## src/rtl/bbpe_pkg.sv

```systemverilog
`default_nettype none
package bbpe_pkg;

   localparam int COORD_W    = 24;
   localparam int PARAM_W    = 17;
   localparam int COUNT_W    = 4;
   localparam int BERN_W     = 17;
   localparam int SQ_W       = 34;
   localparam int WEIGHT_W   = 33;
   localparam int PROD_W     = 58;
   localparam int ACC_W      = 60;
   localparam int STEP_W     = 4;

   localparam logic [PARAM_W-1:0] ONE_Q16 = 17'h10000;

   localparam logic [STEP_W-1:0] WEIGHT_LAST = 4'd11;
   localparam logic [STEP_W-1:0] MAC_LAST    = 4'd15;
   localparam logic [STEP_W-1:0] DRAIN_LAST  = 4'd1;

   localparam logic CMD_LOAD = 1'b0;
   localparam logic CMD_EVAL = 1'b1;

   localparam logic signed [COORD_W-1:0] COORD_MAX = 24'sh7FFFFF;
   localparam logic signed [COORD_W-1:0] COORD_MIN = 24'sh800000;

   typedef enum logic [2:0] {
      ST_IDLE,
      ST_LOCATE,
      ST_WEIGHT,
      ST_MAC,
      ST_DRAIN,
      ST_FINISH
   } ctl_state_type;

   typedef enum logic [2:0] {
      W_SQ_S,
      W_SQ_T,
      W_B0,
      W_B1,
      W_B2,
      W_B3
   } w_op_type;

   typedef struct packed {
      logic              capture;
      logic              locate;
      logic              wen;
      logic              wdir;
      w_op_type          wop;
      logic              mac_en;
      logic [STEP_W-1:0] mac_idx;
      logic              out_load;
   } dp_cmd_type;

   typedef struct packed {
      logic out_full;
   } dp_status_type;

endpackage
`default_nettype wire

```

## src/rtl/bbpe_ctrl.sv

```systemverilog
`default_nettype none
module bbpe_ctrl (
   input  wire                   clock,
   input  wire                   reset,
   input  wire                   req_valid,
   input  wire                   req_command,
   output logic                  req_stall,
   input  wire                   rsp_stall,
   input  bbpe_pkg::dp_status_type status,
   output bbpe_pkg::dp_cmd_type  cmd
);
   import bbpe_pkg::*;

   ctl_state_type     state_ff, state_in;
   logic [STEP_W-1:0] cnt_ff, cnt_in;
   logic              out_free;

   assign out_free = !status.out_full || !rsp_stall;

   always_ff @(posedge clock) begin
      if (reset) begin
         state_ff <= ST_IDLE;
         cnt_ff   <= '0;
      end else begin
         state_ff <= state_in;
         cnt_ff   <= cnt_in;
      end
   end

   always_comb begin
      state_in = state_ff;
      cnt_in   = cnt_ff;
      unique case (state_ff)
         ST_IDLE: begin
            cnt_in = '0;
            if (req_valid && req_command == CMD_EVAL) state_in = ST_LOCATE;
         end
         ST_LOCATE: begin
            state_in = ST_WEIGHT;
            cnt_in   = '0;
         end
         ST_WEIGHT: begin
            if (cnt_ff == WEIGHT_LAST) begin
               state_in = ST_MAC;
               cnt_in   = '0;
            end else begin
               cnt_in = cnt_ff + 1'b1;
            end
         end
         ST_MAC: begin
            if (cnt_ff == MAC_LAST) begin
               state_in = ST_DRAIN;
               cnt_in   = '0;
            end else begin
               cnt_in = cnt_ff + 1'b1;
            end
         end
         ST_DRAIN: begin
            if (cnt_ff == DRAIN_LAST) begin
               state_in = ST_FINISH;
               cnt_in   = '0;
            end else begin
               cnt_in = cnt_ff + 1'b1;
            end
         end
         ST_FINISH: begin
            if (out_free) state_in = ST_IDLE;
         end
         default: state_in = ST_IDLE;
      endcase
   end

   always_comb begin
      req_stall    = (state_ff != ST_IDLE);
      cmd          = '0;
      cmd.wop      = W_SQ_S;
      cmd.capture  = (state_ff == ST_IDLE) && req_valid;
      cmd.locate   = (state_ff == ST_LOCATE);
      cmd.mac_en   = (state_ff == ST_MAC);
      cmd.mac_idx  = cnt_ff;
      cmd.out_load = (state_ff == ST_FINISH) && out_free;
      if (state_ff == ST_WEIGHT) begin
         cmd.wen  = 1'b1;
         cmd.wdir = (cnt_ff > 4'd5);
         unique case (cnt_ff)
            4'd0, 4'd6:  cmd.wop = W_SQ_S;
            4'd1, 4'd7:  cmd.wop = W_SQ_T;
            4'd2, 4'd8:  cmd.wop = W_B0;
            4'd3, 4'd9:  cmd.wop = W_B1;
            4'd4, 4'd10: cmd.wop = W_B2;
            default:     cmd.wop = W_B3;
         endcase
      end
   end

endmodule
`default_nettype wire

```

## config.mk

```make
export PLATFORM = sky130hd
export DESIGN_NAME = bbpe_ctrl
export DESIGN_NICKNAME = d
export VERILOG_FILES = /design/src/rtl/bbpe_pkg.sv /design/src/rtl/bbpe_ctrl.sv
export SDC_FILE = /design/constraint.sdc
export NUM_CORES = 1
export LEC_CHECK = 0
export ABC_AREA = 1
export BUFFER_PORTS_ARGS = -buffer_cell sky130_fd_sc_hd__buf_2
export CAP_MARGIN = 20
export CORE_AREA = 2 2 39 41
export CTS_BUF_LIST = sky130_fd_sc_hd__clkbuf_2
export DETAILED_ROUTE_END_ITERATION = 8
export DIE_AREA = 0 0 41 43
export PLACE_DENSITY = 0.83
export SYNTH_ARGS = -nofsm -noshare
export SYNTH_HDL_FRONTEND = slang
export SYNTH_SLANG_ARGS = --single-unit
```

## constraint.sdc

```tcl
create_clock -name clock -period 1.45 [get_ports clock]
set_input_delay 0 -clock clock [delete_from_list [all_inputs] [get_ports clock]]
set_output_delay 0 -clock clock [all_outputs]
set_load 0.02 [all_outputs]
```

==> results.yml, run 1 <==
yosys:
  synth_seq_cells: 10
  syn_area_um2: 655.6
  synth.mux.area_fraction: 0
  synth_adder_area_share: 0.05725
  syn_inst: 99
  post_synth_main_area_contributors: "dfxtp_1 (31%), inv_1 (9.2%), nand2_1 (8.6%), nand3_1 (8.4%), nor2_1 (6.9%)"
  synth_compound_gate_area_share: 0.1183
  synth.distinct_cells: 21
  postSynth.topFlopCell: "dfxtp_1"
  synth_commonest_cells: "inv_1 (16), nand2_1 (15), nor2_1 (12), nand3_1 (11), dfxtp_1 (10)"
  yosys.area.top_type_share: 0.3053
  post_synth_and_or_nand_nor_area_fraction: 0.3836
  synth_most_common_cell: "inv_1"
  number_of_warning_messages_in_the_yosys_log: 0
  synth_edf_count: 0
  synth_seq_area_share: 0.3053
  synth.largest_area_cell: "dfxtp_1"
  synth_async_sr_flop_share: 0
  synth_xor_area_frac: 0.02672
  postSynthAreaPerCell_um2: 6.623
  combinational_family_with_the_most_area_after_synthesis: "simple AND/OR/NAND/NOR gates"
  synth_nets: 108
global_route:
  globalRouteOverflowTotal: 0
  first_global_vias: 579
  grtUsageTotal: 0.1784
  grt_antenna_before_repair: 0
  global_route_wire_length_before_repair_um: 2187
  grt_start_max_net_pins: 7
routing:
  drc_errors: 0
  dr_total_vias: 720
  detailedRoute.firstPassIterationCount: 4
  via_density: 5.143
  finalWirelength_um: 1652
  routed_wire_length_per_instance_um: 11.80
  antenna_left: 0
  initialDrtViolationCount: 29
placed_design:
  placement.io_buffers: 19
  place_hpwl_um: 1153
  gp_congestion: 0.8612
clock_tree:
  clock_tree_from_tritoncts: "done"
  cts_num_sinks: 10
  clockBufferDepth: 2
  cts_root_buffer: "clkbuf_2"
  postCtsSetupBuffers: 0
  worst_skew_pair.late_latency_ps: 260
  cts_max_level: 1
  tritoncts.num_buffers: 3
  clock_pin_transition_on_the_worst_setup_and_hold_timing_paths_ps: 100
final_layout:
  n_fill_cell: 129
  postLayoutCoreUtil: 0.6456
  areaGrowthSynthToFinish_pct: 36.26
  nNetsFinal: 134
  number_of_diodes: 0
  fraction_of_final_layout_cells_sized_beyond_drive_strength_1: 0.4194
floorplanning:
  floorplan.core_area_um2: 1384
  initial_utilization: 0.4738
  die_y_um: 43
  chipWidth_um: 41
  design.die.area_um2: 1763
  num_rows: 14
  num_io_pins: 20
power_and_ir_drop:
  p_leak_nw: 0.4203
  power.density_cell_area_nw_per_um2: 1502
  ir_drop_uv: 793.8
timing:
  final_slew_viol_count: 0
  finalHoldViolCount: 0
  tightestPinTransition_ps: 240.9
  slew_headroom: 0.8390
  rsz_0062_raised_after_global_routing: "yes"
  period_minus_slack_ps: 1411
  final.setup_skew_ps: 10.87
  final_hold_slack_ps: 214.7
  timing.fmax_ghz: 0.7085
  layout_worst_path_cycle_share: 0.9733
  setup_failing_eps_final: 0
critical_path:
  criticalPathCategory: "register to output pin"
  worst-endpoint-required_ps: 1450
  crit_end: "cmd[7]"
  critPathLaunch: "state_ff[0]"
  r2r-start: "cnt_ff[1]"
  r2r_setup_slack_ps: 70
  crit_path_max_fanout: 5
  worstPathArrival_ps: 1410
  element_type_at_the_critical_path_start: "register"
  worst-r2r-cell-count: 8
  worst_r2r_endpoint: "state_ff[2]"
  critPathCaptureType: "output pin"
job:
  drv.max_cap_violation_count: 0
hold_path:
  min_path_type: "primary input to register"
run_status:
  run_status: "completed"
-- power breakdown --
part	total, mW	switching (mW)	leakage, nW	internal, mW
Clock	0.153	0.0929	0.0140	0.0599
Sequential	0.429	0.0802	0.0839	0.348
Combinational	0.761	0.490	0.322	0.270
Total	1.34	0.663	0.420	0.678
-- worst max-delay path: stages, from the launching register on --
cell and delay [ps]:
dfxtp_2 350, inv_2 80, nand2_2 70, nor2_4 130, buf_4 140, inv_1 60
nor2_1 130, buf_4 170
-- final cells by class --
class / count / area (um^2) / area share
clock buffer: 3 / 15.01 / 0.01681
clock inverter: 1 / 3.754 / 0.004202
tap: 16 / 20.02 / 0.02241
inverter: 19 / 71.32 / 0.07983
multi-input combinational: 70 / 454.2 / 0.5084
sequential: 10 / 211.5 / 0.2367
timing repair buffer: 21 / 117.6 / 0.1317
-- stage by stage --
stage / std cells / area [um^2] / setup WS, ps / TNS [ps] / power (mW)
after floorplan: 99 / 658.1 / 57.01 / 0 / 0.8874
after global placement: 135 / 780.7 / 91.69 / 0 / 1.051
after detailed placement: 135 / 780.7 / 23.39 / 0 / 1.067
final: 140 / 893.4 / 38.65 / 0 / 1.342
after global routing: 140 / 893.4 / -40.40 / -154.1 / 1.455
after CTS: 140 / 809.5 / 8.000 / 0 / 1.227
-- cells in the final DEF, fill, tap and decap left out, drive strengths merged --
master / synthesis / layout
o21bai: 1 / 1
nor2: 16 / 16
nand3: 12 / 12
nand4: 2 / 2
xor2: 2 / 2
a21oi: 3 / 3
dlygate4sd3: 0 / 1
buf: 0 / 20
nand2: 21 / 21
o21ai: 8 / 8
a211oi: 1 / 1
nor3: 1 / 1
clkbuf: 0 / 3
dfxtp: 10 / 10
clkinv: 0 / 1
ha: 3 / 3
inv: 19 / 19
-- timing repair --
action,4_1_cts,5_1_grt
setup endpoints to repair,0,11
gates resized for setup,0,20
hold buffers,1,0
hold endpoints to repair,4,0
-- layer usage --
| layer | part of all wire | vias up | track usage |
|---|---|---|---|
| met5 | 0 | - | 0 |
| met4 | 0.0024 | 0 | 0.08000 |
| met3 | 0.065 | 2 | 0.03141 |
| met2 | 0.56 | 36 | 0.2844 |
| met1 | 0.38 | 316 | 0.2215 |
| li1 | - | 366 | - |
-- worst min path at each step --
stage | from | end | depth (start not counted)
2_1_floorplan | reset | cnt_ff[1] | 1
3_3_place_gp | reset | cnt_ff[1] | 2
3_5_place_dp | reset | cnt_ff[1] | 2
4_1_cts | rsp_stall | state_ff[1] | 6
5_1_grt | rsp_stall | state_ff[1] | 6
6_report | rsp_stall | state_ff[1] | 6
-- logic make-up (layout without fill, tap and decap cells) --
logic type      count (synthesis)  in the layout
compound gates                 13             13
xor+xnor                        2              2
fa+ha+maj                       3              3
buf+inv                        19             44
flops                          10             10
simple gates                   52             52
No activity file was read; power rests on OpenSTA's default activity.
==> run 2, diff against run 1 <==
==> config.mk (replaced) <==
export PLATFORM = sky130hd
export DESIGN_NAME = bbpe_ctrl
export DESIGN_NICKNAME = d
export VERILOG_FILES = /design/src/rtl/bbpe_pkg.sv /design/src/rtl/bbpe_ctrl.sv
export SDC_FILE = /design/constraint.sdc
export NUM_CORES = 1
export LEC_CHECK = 0
export BUFFER_PORTS_ARGS = -buffer_cell sky130_fd_sc_hd__buf_2
export CAP_MARGIN = 20
export CORE_MARGIN = 2
export CORE_UTILIZATION = 52
export CTS_BUF_LIST = sky130_fd_sc_hd__clkbuf_2
export DETAILED_ROUTE_END_ITERATION = 8
export PLACE_DENSITY = 0.86
export SYNTH_ARGS = -nofsm -noshare
export SYNTH_HDL_FRONTEND = slang
export SYNTH_SLANG_ARGS = --single-unit
==> run 2 against run 1 <==
The flow now finishes with violations (setup timing). Worst hold slack lost 190 ps. Die area shrank 8.4%. Fmax shrank 33%. Final area grew 16%. Clock skew shrank 9.0 ps. Count of clock-buffer cells in the layout is the same. Flip-flop and latch count is the same. Critical path depth is the same. Cell count is the same. Utilization grew 17 points. Combinational power grew 17%. First-iteration DRC count shrank 24%. Largest power group unchanged.
==> results.yml, run 2 <==
yosys:
  synth.mux.area_fraction: 0
  number_of_warning_messages_in_the_yosys_log: 0
  synth_most_common_cell: "dfxtp_1"
  synth_adder_area_share: 0.05515
  post_synth_main_area_contributors: "dfxtp_1 (29%), a21oi_1 (5.9%), ha_1 (5.5%), nand3_1 (4.4%), nand2_1 (3.9%)"
  syn_area_um2: 680.7
  synth_async_sr_flop_share: 0
  synth.largest_area_cell: "dfxtp_1"
  synth_commonest_cells: "dfxtp_1 (10), a21oi_1 (8), nand2_1 (7), nor2_1 (7), nand3_1 (6)"
  synth_seq_cells: 10
  synth_seq_area_share: 0.2941
  yosys.area.top_type_share: 0.2941
  syn_inst: 85
  postSynth.topFlopCell: "dfxtp_1"
  synth_xor_area_frac: 0
  synth_compound_gate_area_share: 0.1985
  post_synth_and_or_nand_nor_area_fraction: 0.3676
  combinational_family_with_the_most_area_after_synthesis: "simple AND/OR/NAND/NOR gates"
  postSynthAreaPerCell_um2: 8.008
  synth_nets: 94
  synth.distinct_cells: 36
  synth_edf_count: 0
clock_tree:
  cts_num_sinks: 10
  worst_skew_pair.late_latency_ps: 270
  clock_pin_transition_on_the_worst_setup_and_hold_timing_paths_ps: 120
  clock_tree_from_tritoncts: "done"
  cts_max_level: 1
  tritoncts.num_buffers: 3
  cts_root_buffer: "clkbuf_2"
  cts_hold_buf: 0
  clockBufferDepth: 2
final_layout:
  n_fill_cell: 81
  postLayoutCoreUtil: 0.8176
  final_cell_mix: "buf_4 (20), buf_2 (18), nand2_1 (7), a21oi_1 (7), dfxtp_1 (7)"
  areaGrowthSynthToFinish_pct: 52.39
  fin_cells: 140
  nNetsFinal: 135
  fraction_of_final_layout_cells_sized_beyond_drive_strength_1: 0.5600
  final_common_cell: "buf_4"
  number_of_diodes: 0
critical_path:
  r2r-start: "cnt_ff[1]"
  worst-endpoint-required_ps: 1660
  critical_path.max_stage_delay_ps: 440
  crit_slowest_cell: "a222oi_1"
  timing.critical_path.cells: "inv_4 -> ha_4 -> or3b_4 -> a222oi_1 -> o221ai_2 -> or3_1 -> a21oi_1"
  worstPathArrival_ps: 2310
  crit_path_max_fanout: 4
  critPathCaptureType: "register"
  critPathLaunch: "cnt_ff[1]"
  criticalPathCategory: "register to register"
  element_type_at_the_critical_path_start: "register"
global_route:
  grtUsageTotal: 0.2877
  first_global_vias: 718
  global_route_wire_length_before_repair_um: 2939
  grt_start_max_net_pins: 11
  grt_antenna_before_repair: 0
  globalRouteOverflowTotal: 0
timing:
  final.setup_skew_ps: 1.919
  slew_headroom: 0.6783
  finalHoldViolCount: 0
  period_minus_slack_ps: 2097
  layout_worst_path_cycle_share: 1.446
  tightestPinTransition_ps: 479.3
  final_slew_viol_count: 0
  rsz_0062_raised_after_global_routing: "yes"
  timing.fmax_ghz: 0.4768
  setup_failing_eps_final: 11
  finalSetupTns_ps: -5553
  layout_setup_ws_ps: -647.1
power_and_ir_drop:
  power.density_cell_area_nw_per_um2: 1390
  ir_drop_uv: 846.8
  power_total_mw: 1.441
  p_leak_nw: 0.4726
routing:
  finalWirelength_um: 2095
  routed_wire_length_per_instance_um: 14.96
  via_density: 5.650
  antenna_left: 0
  detailedRoute.firstPassIterationCount: 6
  dr_total_vias: 791
  initialDrtViolationCount: 22
  drc_errors: 0
run_status:
  run_status: "complete, but fails checks"
  violations: "setup timing"
placed_design:
  gp_congestion: 0.8403
  place_hpwl_um: 1394
  placement.io_buffers: 19
  placed_cells: 132
floorplanning:
  num_io_pins: 20
  initial_utilization: 0.5365
  design.die.area_um2: 1614
  chipWidth_um: 40.18
  floorplan.core_area_um2: 1269
  die_y_um: 40.18
  num_rows: 13
hold_path:
  timing.hold.worst.start: "reset"
  min_path_type: "primary input to register"
job:
  drv.max_cap_violation_count: 0
## run 2: changes by cell type after synthesis, moves of 3 or more
| cell | before | now |
|---|---|---|
| inv_1 | 16 | 4 |
| a21oi_1 | 2 | 8 |
| nand2_1 | 15 | 7 |
| and2_1 | 0 | 4 |
| o21ai_0 | 5 | 1 |
| nor2_2 | 3 | 0 |
| nand3_1 | 11 | 6 |
| nor2_1 | 12 | 7 |
| nand2_2 | 6 | 0 |
## run 2: routing by layer
metal / track usage / up-vias / part of all wire
li1: - / 379 / -
met5: 0 / - / 0
met3: 0.06667 / 5 / 0.039
met1: 0.2727 / 381 / 0.38
met4: 0.2083 / 0 / 0.019
met2: 0.5323 / 26 / 0.56
## run 2: worst max-delay path: cells and delay by family (launching register included)
kind	cells	cell delay [ps]
AO/OA/AOI/OAI	3	770
flip-flops	1	370
buffers and inverters	1	60
adder cells (fa/ha/maj)	1	110
AND/OR/NAND/NOR	2	720
## run 2: logic make-up (layout without fill, tap and decap cells)
kind of cell / after synthesis / count (layout)
simple gates: 42 / 42
compound gates: 20 / 20
flops: 10 / 10
buf+inv: 10 / 50
fa+ha+maj: 3 / 3
## run 2: through the flow
| stage | hold WS (ps) | instance area (um^2) | worst slack [ps] |
|---|---|---|---|
| after floorplan | 128.6 | 703.2 | -695.9 |
| after global placement | 279.2 | 909.6 | -546.5 |
| after detailed placement | 286.8 | 909.6 | -600.7 |
| after CTS | 29.89 | 975.9 | -597.6 |
| after global routing | 24.66 | 1037 | -752.1 |
| final | 25.45 | 1037 | -647.1 |
## run 2: path summary, 6_finish.rpt
check / endpoint / cells after the start / slack, ps
setup / recovery: state_ff[0] / 7 / -650
hold / removal: cnt_ff[0] / 2 / 30
setup reg to reg: state_ff[0] / 7 / -650
hold reg to reg: state_ff[0] / 2 / 580
## run 2: cell type report
cell class	count	area, um^2	area share
Multi-Input combinational cell	65	503.0	0.4849
Sequential cell	10	209.0	0.2014
Timing Repair Buffer	40	262.8	0.2533
Inverter	6	25.02	0.02413
Tap cell	15	18.77	0.01809
Clock inverter	1	3.754	0.003619
Clock buffer	3	15.01	0.01448
## run 2: power by group
group | leakage [nW] | switching (mW) | total [mW] | internal (mW)
Clock | 0.0140 | 0.112 | 0.172 | 0.0599
Combinational | 0.375 | 0.484 | 0.890 | 0.406
Sequential | 0.0831 | 0.0555 | 0.379 | 0.324
## run 2: what timing repair did
item                       4_1_cts  5_1_grt
pin swaps                        5        5
setup buffers                    2        2
setup endpoints to repair       10       13
gates resized for setup          8       11
==> run 3, diff against run 2 <==
--- a/config.mk
+++ b/config.mk
@@ -11,7 +11,9 @@
 export CORE_UTILIZATION = 52
 export CTS_BUF_LIST = sky130_fd_sc_hd__clkbuf_2
 export DETAILED_ROUTE_END_ITERATION = 8
+export MAX_ROUTING_LAYER = met4
 export PLACE_DENSITY = 0.86
+export REMOVE_ABC_BUFFERS = 1
 export SYNTH_ARGS = -nofsm -noshare
 export SYNTH_HDL_FRONTEND = slang
 export SYNTH_SLANG_ARGS = --single-unit
==> run 3 against run 2 <==
Fmax decreased by 4.4%. Clock skew is 1.5 ps higher. Largest power group unchanged. Routed wire length up 42%. The flow still finishes with violations (setup timing).
==> results.yml, run 3 (synthesis results as in run 2) <==
run_status:
  run_status: "complete, but fails checks"
  violations: "setup timing"
routing:
  initialDrtViolationCount: 51
  routed_wire_length_per_instance_um: 20.31
  antenna_left: 0
  finalWirelength_um: 2965
  via_density: 6.144
  drc_errors: 0
  detailedRoute.firstPassIterationCount: 5
  dr_total_vias: 897
final_layout:
  n_fill_cell: 71
  multiInputGateArea_um2: 534.3
  register_area_um2: 207.7
  postLayoutCoreUtil: 0.8807
  number_of_diodes: 0
  final_cell_mix: "buf_4 (24), buf_2 (18), nand2_1 (7)"
  nNetsFinal: 141
  fin_cells: 146
  fraction_of_final_layout_cells_sized_beyond_drive_strength_1: 0.6183
  areaGrowthSynthToFinish_pct: 64.15
  final_cell_area_um2: 1117
  final_common_cell: "buf_4"
timing:
  final.setup_skew_ps: 3.402
  finalSetupTns_ps: -6306
  final_hold_slack_ps: 74.99
  layout_setup_ws_ps: -744.0
  timing.fmax_ghz: 0.4558
  layout_worst_path_cycle_share: 1.513
  period_minus_slack_ps: 2194
  tightestPinTransition_ps: 489.6
  setup_failing_eps_final: 14
  slew_headroom: 0.6714
  final_slew_viol_count: 0
  rsz_0062_raised_after_global_routing: "yes"
  finalHoldViolCount: 0
clock_tree:
  clockBufferDepth: 2
  cts_root_buffer: "clkbuf_2"
  tritoncts.num_buffers: 3
  cts_max_level: 1
  worst_skew_pair.late_latency_ps: 270
  clock_tree_from_tritoncts: "done"
  cts_num_sinks: 10
  clock_pin_transition_on_the_worst_setup_and_hold_timing_paths_ps: 110
  cts_hold_buf: 0
floorplanning:
  initial_utilization: 0.5365
  num_rows: 13
  chipWidth_um: 40.18
  design.die.area_um2: 1614
  die_y_um: 40.18
  floorplan.core_area_um2: 1269
  num_io_pins: 20
critical_path:
  cp_num_buf_inv: 4
  critical_path.max_stage_delay_ps: 380
  criticalPathCategory: "register to register"
  element_type_at_the_critical_path_start: "register"
  worst-endpoint-required_ps: 1590
  crit_path_max_fanout: 4
  timing.critical_path.max_delay_family: "compound AO/OA/AOI/OAI gates"
  crit_slowest_cell: "or3b_4"
  timing.critical_path.cells: "inv_2 -> ha_4 -> or3b_4 -> a222oi_1 -> buf_4 -> buf_4 -> buf_4 -> nor2_1 -> a21oi_2 -> o22ai_1"
  worstPathArrival_ps: 2330
  path_common_cell: "buf_4"
  critPathCaptureType: "register"
global_route:
  globalRouteOverflowTotal: 0
  grt_antenna_before_repair: 0
  grtUsageTotal: 0.3089
  first_global_vias: 787
  grt_start_max_net_pins: 11
  global_route_wire_length_before_repair_um: 3236
power_and_ir_drop:
  seq_power_share: 0.234
  power_total_mw: 1.710
  ir_drop_uv: 999.0
  power.density_cell_area_nw_per_um2: 1530
  p_leak_nw: 0.5172
  share_clk_of_total_power: 0.099
  share_comb_of_total_power: 0.667
  swShare: 0.4518
  p_sw_uw: 772.5
  internal-power_uw: 937.2
placed_design:
  place_area_um2: 894.6
  place_hpwl_um: 1360
  placement.io_buffers: 19
  placed_cells: 133
  gp_congestion: 0.9112
  placement_stage_worst_setup_slack_ps: -590.5
hold_path:
  min_path_type: "primary input to register"
job:
  drv.max_cap_violation_count: 0
## run 3: timing repair
item | CTS | global route
pin swaps | 4 | 9
buffers inserted | 3 | 7
endpoints found under the setup margin | 10 | 15
gates resized for setup | 13 | 21
## run 3: cell type report
cell class	count	area share
Sequential cell	10	0.1859
Tap cell	15	0.01680
Clock buffer	3	0.01344
Timing Repair Buffer	46	0.2822
Inverter	6	0.02016
Multi-Input combinational cell	65	0.4782
Clock inverter	1	0.003359
## run 3: worst paths after layout
kind / to / slack, ps / start / cells after the start
setup / recovery: register / -740 / cnt_ff[1] / 10
hold / removal: cnt_ff[3] / 70 / reset / 2
setup reg to reg: register / -740 / cnt_ff[1] / 10
hold reg to reg: state_ff[0] / 610 / state_ff[0] / 2
## run 3: power groups by stage
stage | clock network (mW) | logic, mW | registers, mW
final | 0.169 | 1.14 | 0.400
after global routing | 0.178 | 1.20 | 0.403
after CTS | 0.159 | 0.881 | 0.382
after detailed placement | 0 | 0.767 | 0.383
after global placement | 0 | 0.736 | 0.381
after floorplan | 0 | 0.383 | 0.424
## run 3: routing by layer
| layer | routed length, um | GRT usage | up-vias |
|---|---|---|---|
| met5 | 0 | - | - |
| met2 | 1500 | 0.5524 | 65 |
| met3 | 236 | 0.06111 | 21 |
| li1 | - | - | 392 |
| met1 | 1100 | 0.3098 | 419 |
| met4 | 127 | 0.1750 | 0 |
